--- src/rtl/tse_pkg.sv ---
package tse_pkg;

	localparam logic [5:0] MAX_TERMS = 6'd32;

	localparam logic [2:0] CMD_EXP = 3'd0;
	localparam logic [2:0] CMD_LN  = 3'd1;
	localparam logic [2:0] CMD_SIN = 3'd2;
	localparam logic [2:0] CMD_COS = 3'd3;
	localparam logic [2:0] CMD_REC = 3'd4;

	localparam logic [1:0] STAT_OK     = 2'd0;
	localparam logic [1:0] STAT_SAT    = 2'd1;
	localparam logic [1:0] STAT_DOMAIN = 2'd2;

	localparam logic [31:0] ONE_Q28 = 32'h1000_0000;
	localparam logic [47:0] ONE_Q32 = 48'h0001_0000_0000;
	localparam logic [47:0] MAX48   = 48'h7FFF_FFFF_FFFF;
	localparam logic [47:0] MIN48   = 48'h8000_0000_0000;

	localparam logic [5:0] MUL_SHORT = 6'd32;
	localparam logic [5:0] MUL_LONG  = 6'd63;
	localparam logic [5:0] DIV_STEPS = 6'd27;

	typedef struct packed {
		logic [2:0]         command;
		logic signed [31:0] arg_x;
		logic [5:0]         term_count;
	} request_t;

	typedef struct packed {
		logic signed [47:0] term_value;
		logic signed [47:0] running_sum;
		logic               is_total;
		logic [1:0]         status;
	} result_t;

	typedef enum logic [3:0] {
		S_IDLE,
		S_MUL,
		S_SQD,
		S_PREP,
		S_RND,
		S_DIV,
		S_RECM,
		S_POST,
		S_FINAL
	} state_t;

endpackage

--- src/rtl/taylor_series_evaluator.sv ---
// Taylor-series evaluator for e^x, ln(1+x), sin x, cos x and 1/(1-x)^2 with x in signed Q4.28.
// A request is taken at a clock edge where start is high and busy is low; busy then stays high
// until the last result has been issued. Every series term gives one result (term and running
// sum in saturated Q16.32), followed by one result flagged is_total that carries the total.
// Results appear on result for a single cycle, marked by result_valid, and cannot be held off,
// so the receiver must take every strobe. A request with an unknown function, an ln or
// 1/(1-x)^2 request with |x| > 1.0, or a term count of zero yields only the total result, in the
// cycle after the request, and busy never rises. The series products run through one bit-serial
// shift-add multiplier (one multiplier bit per cycle) and, for all but 1/(1-x)^2, one restoring
// divider that retires two quotient bits per cycle; 1/(1-x)^2 instead scales its power of x by
// i+1 with a separate multiplier. sin x and cos x first square x on the shift-add multiplier.
// Term counts above 32 are clamped to 32.
module taylor_series_evaluator (
	input  logic               clk,
	input  logic               arst_n,
	input  logic               start,
	input  tse_pkg::request_t  request,
	output logic               busy,
	output logic               result_valid,
	output tse_pkg::result_t   result
);

	tse_pkg::state_t state_q, state_d;

	logic [2:0]         cmd_q;
	logic               x_neg_q;
	logic [31:0]        x_mag_q;
	logic [5:0]         n_q;
	logic [5:0]         i_q;
	logic signed [47:0] ct_q;
	logic signed [47:0] acc_q;
	logic               p_neg_q;
	logic [32:0]        p_mag_q;
	logic [62:0]        x2_q;
	logic [47:0]        mc_q;
	logic [48:0]        hi_q;
	logic [62:0]        lo_q;
	logic [5:0]         cnt_q;
	logic [13:0]        d_q;
	logic [53:0]        quo_q;
	logic [13:0]        rem_q;
	logic               neg_q;
	logic               sat_q;
	logic               sq_q;
	logic               valid_q;
	tse_pkg::result_t   res_q;

	logic        accept;
	logic [31:0] arg_raw;
	logic [31:0] x_mag_in;
	logic        bad_in;
	logic [5:0]  n_in;
	logic [47:0] ct_init;
	logic        trig;
	logic [47:0] ct_mag;
	logic [6:0]  two_i;
	logic [6:0]  two_i_p1;
	logic [6:0]  two_i_m1;
	logic [13:0] d_sin;
	logic [13:0] d_cos;
	logic [48:0] madd;
	logic [52:0] r28;
	logic [55:0] r56;
	logic [53:0] rnd_mag;
	logic [53:0] dividend;
	logic [14:0] dv_r1;
	logic        dv_ge1;
	logic [13:0] dv_m1;
	logic [14:0] dv_r2;
	logic        dv_ge2;
	logic [13:0] dv_m2;
	logic [6:0]  i_p1;
	logic [39:0] rec_prod;
	logic        term_sat;
	logic [47:0] term_d;
	logic [48:0] sum49;
	logic        sum_sat;
	logic [47:0] sum_d;
	logic        emit;

	// request decode
	assign accept   = start && (state_q == tse_pkg::S_IDLE);
	assign arg_raw  = request.arg_x;
	assign x_mag_in = arg_raw[31] ? (~arg_raw + 32'd1) : arg_raw;
	assign bad_in   = (request.command > tse_pkg::CMD_REC)
		|| (((request.command == tse_pkg::CMD_LN) || (request.command == tse_pkg::CMD_REC))
		&& (x_mag_in > tse_pkg::ONE_Q28));
	assign n_in     = (request.term_count > tse_pkg::MAX_TERMS) ? tse_pkg::MAX_TERMS
		: request.term_count;

	always_comb begin
		case (request.command)
			tse_pkg::CMD_LN:  ct_init = 48'd0;
			tse_pkg::CMD_SIN: ct_init = {{12{arg_raw[31]}}, arg_raw, 4'd0};
			default:          ct_init = tse_pkg::ONE_Q32;
		endcase
	end

	// step setup
	assign trig     = (cmd_q == tse_pkg::CMD_SIN) || (cmd_q == tse_pkg::CMD_COS);
	assign ct_mag   = ct_q[47] ? (~ct_q + 48'd1) : ct_q;
	assign two_i    = {i_q, 1'b0};
	assign two_i_p1 = {i_q, 1'b1};
	assign two_i_m1 = {i_q - 6'd1, 1'b1};
	assign d_sin    = {7'd0, two_i} * {7'd0, two_i_p1};
	assign d_cos    = {7'd0, two_i_m1} * {7'd0, two_i};

	// shift-add multiplier step
	assign madd = hi_q + (lo_q[0] ? {1'b0, mc_q} : 49'd0);

	// rounding of the product, half away from zero on the magnitude
	assign r28      = {hi_q, lo_q[62:59]} + {52'd0, lo_q[58]};
	assign r56      = {hi_q, lo_q[62:56]} + {55'd0, lo_q[55]};
	assign rnd_mag  = trig ? r56[53:0] : {1'b0, r28};
	assign dividend = rnd_mag + {41'd0, d_q[13:1]};

	// restoring divider, two quotient bits per cycle
	assign dv_r1  = {rem_q, quo_q[53]};
	assign dv_ge1 = dv_r1 >= {1'b0, d_q};
	assign dv_m1  = dv_ge1 ? 14'(dv_r1 - {1'b0, d_q}) : dv_r1[13:0];
	assign dv_r2  = {dv_m1, quo_q[52]};
	assign dv_ge2 = dv_r2 >= {1'b0, d_q};
	assign dv_m2  = dv_ge2 ? 14'(dv_r2 - {1'b0, d_q}) : dv_r2[13:0];

	assign i_p1     = {1'b0, i_q} + 7'd1;
	assign rec_prod = {7'd0, p_mag_q} * {33'd0, i_p1};

	// term and sum saturation
	always_comb begin
		if (neg_q) begin
			term_sat = (|quo_q[53:48]) || (quo_q[47] && (|quo_q[46:0]));
		end else begin
			term_sat = |quo_q[53:47];
		end
		if (term_sat) begin
			term_d = neg_q ? tse_pkg::MIN48 : tse_pkg::MAX48;
		end else begin
			term_d = neg_q ? (~quo_q[47:0] + 48'd1) : quo_q[47:0];
		end
		sum49   = {acc_q[47], acc_q} + {term_d[47], term_d};
		sum_sat = sum49[48] ^ sum49[47];
		if (sum_sat) begin
			sum_d = sum49[48] ? tse_pkg::MIN48 : tse_pkg::MAX48;
		end else begin
			sum_d = sum49[47:0];
		end
	end

	// sequencer
	always_comb begin
		state_d = state_q;
		emit    = 1'b0;
		unique case (state_q)
			tse_pkg::S_IDLE: begin
				if (accept) begin
					if (bad_in || (n_in == 6'd0)) begin
						emit = 1'b1;
					end else if ((request.command == tse_pkg::CMD_SIN)
						|| (request.command == tse_pkg::CMD_COS)) begin
						state_d = tse_pkg::S_MUL;
					end else begin
						state_d = tse_pkg::S_PREP;
					end
				end
			end
			tse_pkg::S_MUL: begin
				if (cnt_q == 6'd1) begin
					state_d = sq_q ? tse_pkg::S_SQD : tse_pkg::S_RND;
				end
			end
			tse_pkg::S_SQD:  state_d = tse_pkg::S_PREP;
			tse_pkg::S_PREP: state_d = tse_pkg::S_MUL;
			tse_pkg::S_RND: begin
				state_d = (cmd_q == tse_pkg::CMD_REC) ? tse_pkg::S_RECM : tse_pkg::S_DIV;
			end
			tse_pkg::S_DIV: begin
				if (cnt_q == 6'd1) begin
					state_d = tse_pkg::S_POST;
				end
			end
			tse_pkg::S_RECM: state_d = tse_pkg::S_POST;
			tse_pkg::S_POST: begin
				emit    = 1'b1;
				state_d = (i_q == n_q) ? tse_pkg::S_FINAL : tse_pkg::S_PREP;
			end
			tse_pkg::S_FINAL: begin
				emit    = 1'b1;
				state_d = tse_pkg::S_IDLE;
			end
			default: state_d = tse_pkg::S_IDLE;
		endcase
	end

	always_ff @(posedge clk or negedge arst_n) begin
		if (!arst_n) begin
			state_q <= tse_pkg::S_IDLE;
		end else begin
			state_q <= state_d;
		end
	end

	always_ff @(posedge clk or negedge arst_n) begin
		if (!arst_n) begin
			valid_q <= 1'b0;
			sat_q   <= 1'b0;
			sq_q    <= 1'b0;
		end else begin
			valid_q <= emit;
			if (accept) begin
				sat_q <= 1'b0;
				sq_q  <= (request.command == tse_pkg::CMD_SIN)
					|| (request.command == tse_pkg::CMD_COS);
			end else if (state_q == tse_pkg::S_PREP) begin
				sq_q <= 1'b0;
			end else if (state_q == tse_pkg::S_POST) begin
				sat_q <= sat_q || term_sat || sum_sat;
			end
		end
	end

	// datapath
	always_ff @(posedge clk) begin
		unique case (state_q)
			tse_pkg::S_IDLE: begin
				if (accept) begin
					cmd_q   <= request.command;
					x_neg_q <= arg_raw[31];
					x_mag_q <= x_mag_in;
					n_q     <= n_in;
					i_q     <= 6'd1;
					p_neg_q <= 1'b0;
					p_mag_q <= {1'b1, 32'd0};
					ct_q    <= ct_init;
					acc_q   <= ct_init;
					// x squared for the trig series
					mc_q    <= {16'd0, x_mag_in};
					hi_q    <= 49'd0;
					lo_q    <= {31'd0, x_mag_in};
					cnt_q   <= tse_pkg::MUL_SHORT;
					if (bad_in) begin
						res_q.term_value  <= 48'd0;
						res_q.running_sum <= 48'd0;
						res_q.is_total    <= 1'b1;
						res_q.status      <= tse_pkg::STAT_DOMAIN;
					end else begin
						res_q.term_value  <= ct_init;
						res_q.running_sum <= ct_init;
						res_q.is_total    <= 1'b1;
						res_q.status      <= tse_pkg::STAT_OK;
					end
				end
			end
			tse_pkg::S_MUL: begin
				hi_q  <= {1'b0, madd[48:1]};
				lo_q  <= {madd[0], lo_q[62:1]};
				cnt_q <= cnt_q - 6'd1;
			end
			tse_pkg::S_SQD: begin
				x2_q <= {hi_q[30:0], lo_q[62:31]};
			end
			tse_pkg::S_PREP: begin
				hi_q <= 49'd0;
				case (cmd_q)
					tse_pkg::CMD_SIN: d_q <= d_sin;
					tse_pkg::CMD_COS: d_q <= d_cos;
					default:          d_q <= {8'd0, i_q};
				endcase
				if (trig) begin
					mc_q  <= ct_mag;
					lo_q  <= x2_q;
					cnt_q <= tse_pkg::MUL_LONG;
				end else begin
					mc_q  <= ((cmd_q == tse_pkg::CMD_EXP) ? ct_mag : {15'd0, p_mag_q});
					lo_q  <= {31'd0, x_mag_q};
					cnt_q <= tse_pkg::MUL_SHORT;
				end
			end
			tse_pkg::S_RND: begin
				rem_q <= 14'd0;
				cnt_q <= tse_pkg::DIV_STEPS;
				quo_q <= dividend;
				case (cmd_q)
					tse_pkg::CMD_EXP: neg_q <= ct_q[47] ^ x_neg_q;
					tse_pkg::CMD_LN: begin
						p_mag_q <= rnd_mag[32:0];
						p_neg_q <= p_neg_q ^ x_neg_q;
						neg_q   <= p_neg_q ^ x_neg_q ^ ~i_q[0];
					end
					tse_pkg::CMD_REC: begin
						p_mag_q <= rnd_mag[32:0];
						p_neg_q <= p_neg_q ^ x_neg_q;
						neg_q   <= p_neg_q ^ x_neg_q;
					end
					default: neg_q <= ~ct_q[47];
				endcase
			end
			tse_pkg::S_DIV: begin
				quo_q <= {quo_q[51:0], dv_ge1, dv_ge2};
				rem_q <= dv_m2;
				cnt_q <= cnt_q - 6'd1;
			end
			tse_pkg::S_RECM: begin
				quo_q <= {14'd0, rec_prod};
			end
			tse_pkg::S_POST: begin
				ct_q              <= term_d;
				acc_q             <= sum_d;
				i_q               <= i_q + 6'd1;
				res_q.term_value  <= term_d;
				res_q.running_sum <= sum_d;
				res_q.is_total    <= 1'b0;
				res_q.status      <= (sat_q || term_sat || sum_sat) ? tse_pkg::STAT_SAT
					: tse_pkg::STAT_OK;
			end
			tse_pkg::S_FINAL: begin
				res_q.term_value  <= ct_q;
				res_q.running_sum <= acc_q;
				res_q.is_total    <= 1'b1;
				res_q.status      <= sat_q ? tse_pkg::STAT_SAT : tse_pkg::STAT_OK;
			end
			default: begin
				cnt_q <= cnt_q;
			end
		endcase
	end

	assign busy         = (state_q != tse_pkg::S_IDLE);
	assign result_valid = valid_q;
	assign result       = res_q;

`ifndef NO_ASSERTIONS
	a_domain_is_total: assert property (@(posedge clk) disable iff (!arst_n)
		result_valid && (result.status == tse_pkg::STAT_DOMAIN) |-> result.is_total)
		else $error("domain error result without total flag");

	a_no_term_after_accept: assert property (@(posedge clk) disable iff (!arst_n)
		start && !busy |=> !(result_valid && !result.is_total))
		else $error("term result one cycle after request");

	a_term_while_busy: assert property (@(posedge clk) disable iff (!arst_n)
		result_valid && !result.is_total |-> busy)
		else $error("term result issued with sequencer idle");

	a_busy_from_request: assert property (@(posedge clk) disable iff (!arst_n)
		$rose(busy) |-> $past(start))
		else $error("busy rose without a request");
`endif

endmodule

--- config.mk ---
export PLATFORM = sky130hd
export DESIGN_NAME = taylor_series_evaluator
export DESIGN_NICKNAME = d
export VERILOG_FILES = /design/src/rtl/tse_pkg.sv /design/src/rtl/taylor_series_evaluator.sv
export SDC_FILE = /design/constraint.sdc
export NUM_CORES = 2
export LEC_CHECK = 0
export ABC_AREA = 0
export BUFFER_PORTS_ARGS = -buffer_cell sky130_fd_sc_hd__buf_4
export CORE_MARGIN = 4
export CORE_UTILIZATION = 55
export DETAILED_ROUTE_END_ITERATION = 12
export PLACE_DENSITY = 0.72
export SYNTH_ARGS = -nofsm -noshare
export SYNTH_HDL_FRONTEND = slang
export SYNTH_SLANG_ARGS = --single-unit
--- constraint.sdc ---
create_clock -name clk -period 13.6 [get_ports clk]
set_input_delay 2.72 -clock clk [delete_from_list [all_inputs] [get_ports clk]]
set_output_delay 2.72 -clock clk [all_outputs]
set_load 0.005 [all_outputs]
==> impl_metrics.json <==
{
  "fillers": 7301,
  "whs_path_depth": 0,
  "ir_worst_vdd_mv": 0.184,
  "p_clk_share_pct": 17.2,
  "portBuffers": 144,
  "wl_mm": 153,
  "maxSlewHeadroom_pct": 16.8,
  "ioPinCount": 145,
  "cp_max_fo": 50,
  "p_leak_nw": 21.2,
  "drtAntennaViolNets": 0,
  "p_total_mw": 10.8,
  "cts_tree": "done",
  "reg2reg_slack_ns": 4.42,
  "reg2reg_to": "result[18]",
  "finalCriticalPeriod_ns": 9.18,
  "start_util_pct": 55.5,
  "dpl-instance-area_um2": 49500,
  "comb_power_share_pct": 52.4,
  "synth_warnings": 0,
  "cts.path.max_buffers": 3,
  "min_period_over_period_pct": 67.5,
  "grt_pass1_vias": 38400,
  "critPathCaptureType": "flop",
  "status": "finished clean",
  "clock-sinks": 595,
  "core.rowCount": 107,
  "hold_viol": 0,
  "final-max-slew-violation-count": 0,
  "min_to": "x2_q[16]",
  "worstMarginPinSlew_ns": 1.25,
  "drv_cap": 0,
  "synth_edf_count": 588,
  "syn_area_per_cell_um2": 9.36,
  "cp_cell_sequence": "or4_1, or4_1, nor4_2, nand2_1, or3_1, nand2b_1, nor2_1, nor3_2, buf_4, a311o_1, fa_1, nor2b_1, o31a_1, o311a_1, a21oi_1, a21o_1, o21ai_0, a31oi_1, o22ai_1, xor2_1, nand2_1, a221o_1",
  "hold_path_startpoint": "lo_q[47]",
  "path_buf_inv": 1,
  "hpwl_mm": 115,
  "final.setup.tns_ns": 0,
  "finClkSkew_ns": 0.0313,
  "syn_inst": 5052,
  "firstDrtPassIters": 7,
  "antenna_found_initial": 13,
  "yosys-top-cells-count": "nand2_1, edfxtp_1, nor2_1",
  "async_reset_ff_share_pct": 1.18,
  "grt_pass1_wl_mm": 233,
  "numCtsBuffers": 70,
  "gr-total-overflow": 0,
  "holdWs_ns": 0.444,
  "layout-drive-gt1-share_pct": 7.42,
  "ctsResizeCount": 0,
  "synth-seq-cells": 595,
  "synth.distinct_cells": 86,
  "synth_most_common_cell": "nand2_1",
  "dr.first_iter.drc_count": 4398,
  "final_area_um2": 51700,
  "die_y_um": 301,
  "p_seq_share_pct": 30.4,
  "dieArea_um2": 90800,
  "syn-num-nets": 5537,
  "grt_max_degree": 131,
  "areaGrowthSynthToFinish_pct": 9.32,
  "die_w_um": 301,
  "yosysTopAreaCellShare_pct": 37.3,
  "power.internal_mw": 5.95,
  "synth_top_area_cell": "edfxtp_1",
  "core_um2": 85300,
  "setup_ws_ns": 4.42,
  "synth_seq_area_share_pct": 37.7,
  "root_buffer": "clkbuf_16",
  "setup_viol": 0,
  "cp.required_ns": 13.98,
  "drc": 0,
  "max_freq_ghz": 0.109,
  "synth_top_flop_cell": "edfxtp_1",
  "place.gp.congestion": 0.985,
  "synthesis.area_um2": 47300,
  "r2r_start": "quo_q[15]",
  "wire_per_inst_um": 24.4,
  "swShare_pct": 45.1,
  "cts.clk_slew.worst_paths_ns": 0.06,
  "grt_setup_unrepaired": "false",
  "cpPeakStageDelay_ns": 0.80,
  "start_kind": "flop",
  "htree_levels": 3,
  "synth.area.top_cells": "edfxtp_1, fa_1, ha_1",
  "cts_hold_buf": 0,
  "rr_worst_depth": 22,
  "p_per_area_nw_per_um2": 210,
  "cp_slowest_cell": "nor4_2",
  "preCtsSetupSlack_ns": 4.85,
  "nets": 5568,
  "grt_use_total_pct": 33.4,
  "cp_data_arrival_time_ns": 9.56,
  "crit_family": "simple AND/OR/NAND/NOR gates",
  "vias": 40000,
  "p_sw_mw": 4.89,
  "clock_latency_ns": 0.65,
  "hp-class": "flop to flop",
  "path_class": "flop to flop",
  "vias_per_cell": 6.37,
  "post_cts_buffers": 0
}
-- how the worst max path moves through the flow --
stage	start	to	slack (ns)	depth (start not counted)
2_1_floorplan	start	hi_q[0]	4.83	2
3_3_place_gp	quo_q[14]	result[11]	5.15	22
3_5_place_dp	quo_q[13]	result[11]	4.85	22
4_1_cts	quo_q[15]	result[18]	4.80	22
5_1_grt	quo_q[15]	result[11]	4.10	22
6_report	quo_q[15]	result[18]	4.42	22
-- cell usage in the layout (no fill, tap or decap), types with 45 or more instances in the layout --
master | netlist | routed
nor4_1 | 50 | 47
nor3_1 | 112 | 110
mux2i_1 | 45 | 45
ha_1 | 249 | 249
a21o_1 | 94 | 94
nor2b_1 | 52 | 52
fa_1 | 192 | 192
xnor2_1 | 198 | 195
nand4_1 | 73 | 73
a211oi_1 | 55 | 55
xor2_1 | 222 | 221
edfxtp_1 | 588 | 588
a21oi_1 | 346 | 342
clkbuf_16 | 0 | 71
o21ai_0 | 280 | 280
nor2_1 | 354 | 346
nand2_1 | 648 | 645
or3_1 | 48 | 48
buf_4 | 3 | 205
nand2b_1 | 63 | 62
inv_1 | 300 | 299
and2_1 | 256 | 256
nand3_1 | 84 | 83
-- worst reg2reg max path, cell delays in order, from the launching register on --
cell	delay, ns
edfxtp_1	0.46
or4_1	0.64
or4_1	0.51
nor4_2	0.80
nand2_1	0.39
or3_1	0.46
nand2b_1	0.23
nor2_1	0.14
nor3_2	0.05
buf_4	0.34
a311o_1	0.50
fa_1	0.44
nor2b_1	0.18
o31a_1	0.19
o311a_1	0.28
a21oi_1	0.23
a21o_1	0.26
o21ai_0	0.47
a31oi_1	0.26
o22ai_1	0.73
xor2_1	0.78
nand2_1	0.20
a221o_1	0.38
-- metrics by stage --
stage / util, % / std cells
after floorplan: - / 5052
after global placement: 58.1 / 6155
after detailed placement: 58.1 / 6155
after CTS: 60.6 / 6282
after global routing: 60.6 / 6282
final: 60.6 / 6285
-- sequential cells by signal, indices dropped and copies added, names as in the netlist, 14 cells and up --
signal and count:
result 99, lo_q 63, x2_q 63, quo_q 54, acc_q 48, ct_q 48, hi_q 48, mc_q 48
p_mag_q 33, x_mag_q 32, d_q 14, rem_q 14
-- power groups by stage --
stage | registers (mW) | logic, mW | clock network, mW
5_1_grt | 3.33 | 6.28 | 1.95
6_report | 3.29 | 5.68 | 1.87
4_1_cts | 3.27 | 5.60 | 1.88
3_3_place_gp | 3.28 | 5.50 | 0
2_1_floorplan | 3.06 | 4.23 | 0
3_5_place_dp | 3.30 | 5.56 | 0
-- final cells by class --
class | instances | area, µm² | area share, %
Clock inverter | 42 | 350 | 0.677
Sequential cell | 595 | 17800 | 34.5
Clock buffer | 85 | 1830 | 3.54
Antenna cell | 3 | 7.51 | 0.0145
Inverter | 302 | 1130 | 2.19
Timing Repair Buffer | 206 | 1560 | 3.01
Tap cell | 1144 | 1430 | 2.77
Multi-Input combinational cell | 3908 | 27600 | 53.3
-- metal layers --
layer	share of wire (%)	wire length (µm)	global-route usage, %
met4	6.4	9740	17.6
met5	0.060	92	0
met1	39	60100	44.4
met2	44	68000	51.3
met3	10	15500	7.62
-- cell families after synthesis --
group / share of synthesized area [%]
flops: 37.7
mux: 1.09
compound gates: 15.1
fa+ha+maj: 14.7
xor+xnor: 7.78
buf+inv: 4.42
simple gates: 19.2
Note: power is estimated with default switching activity, not from simulation.
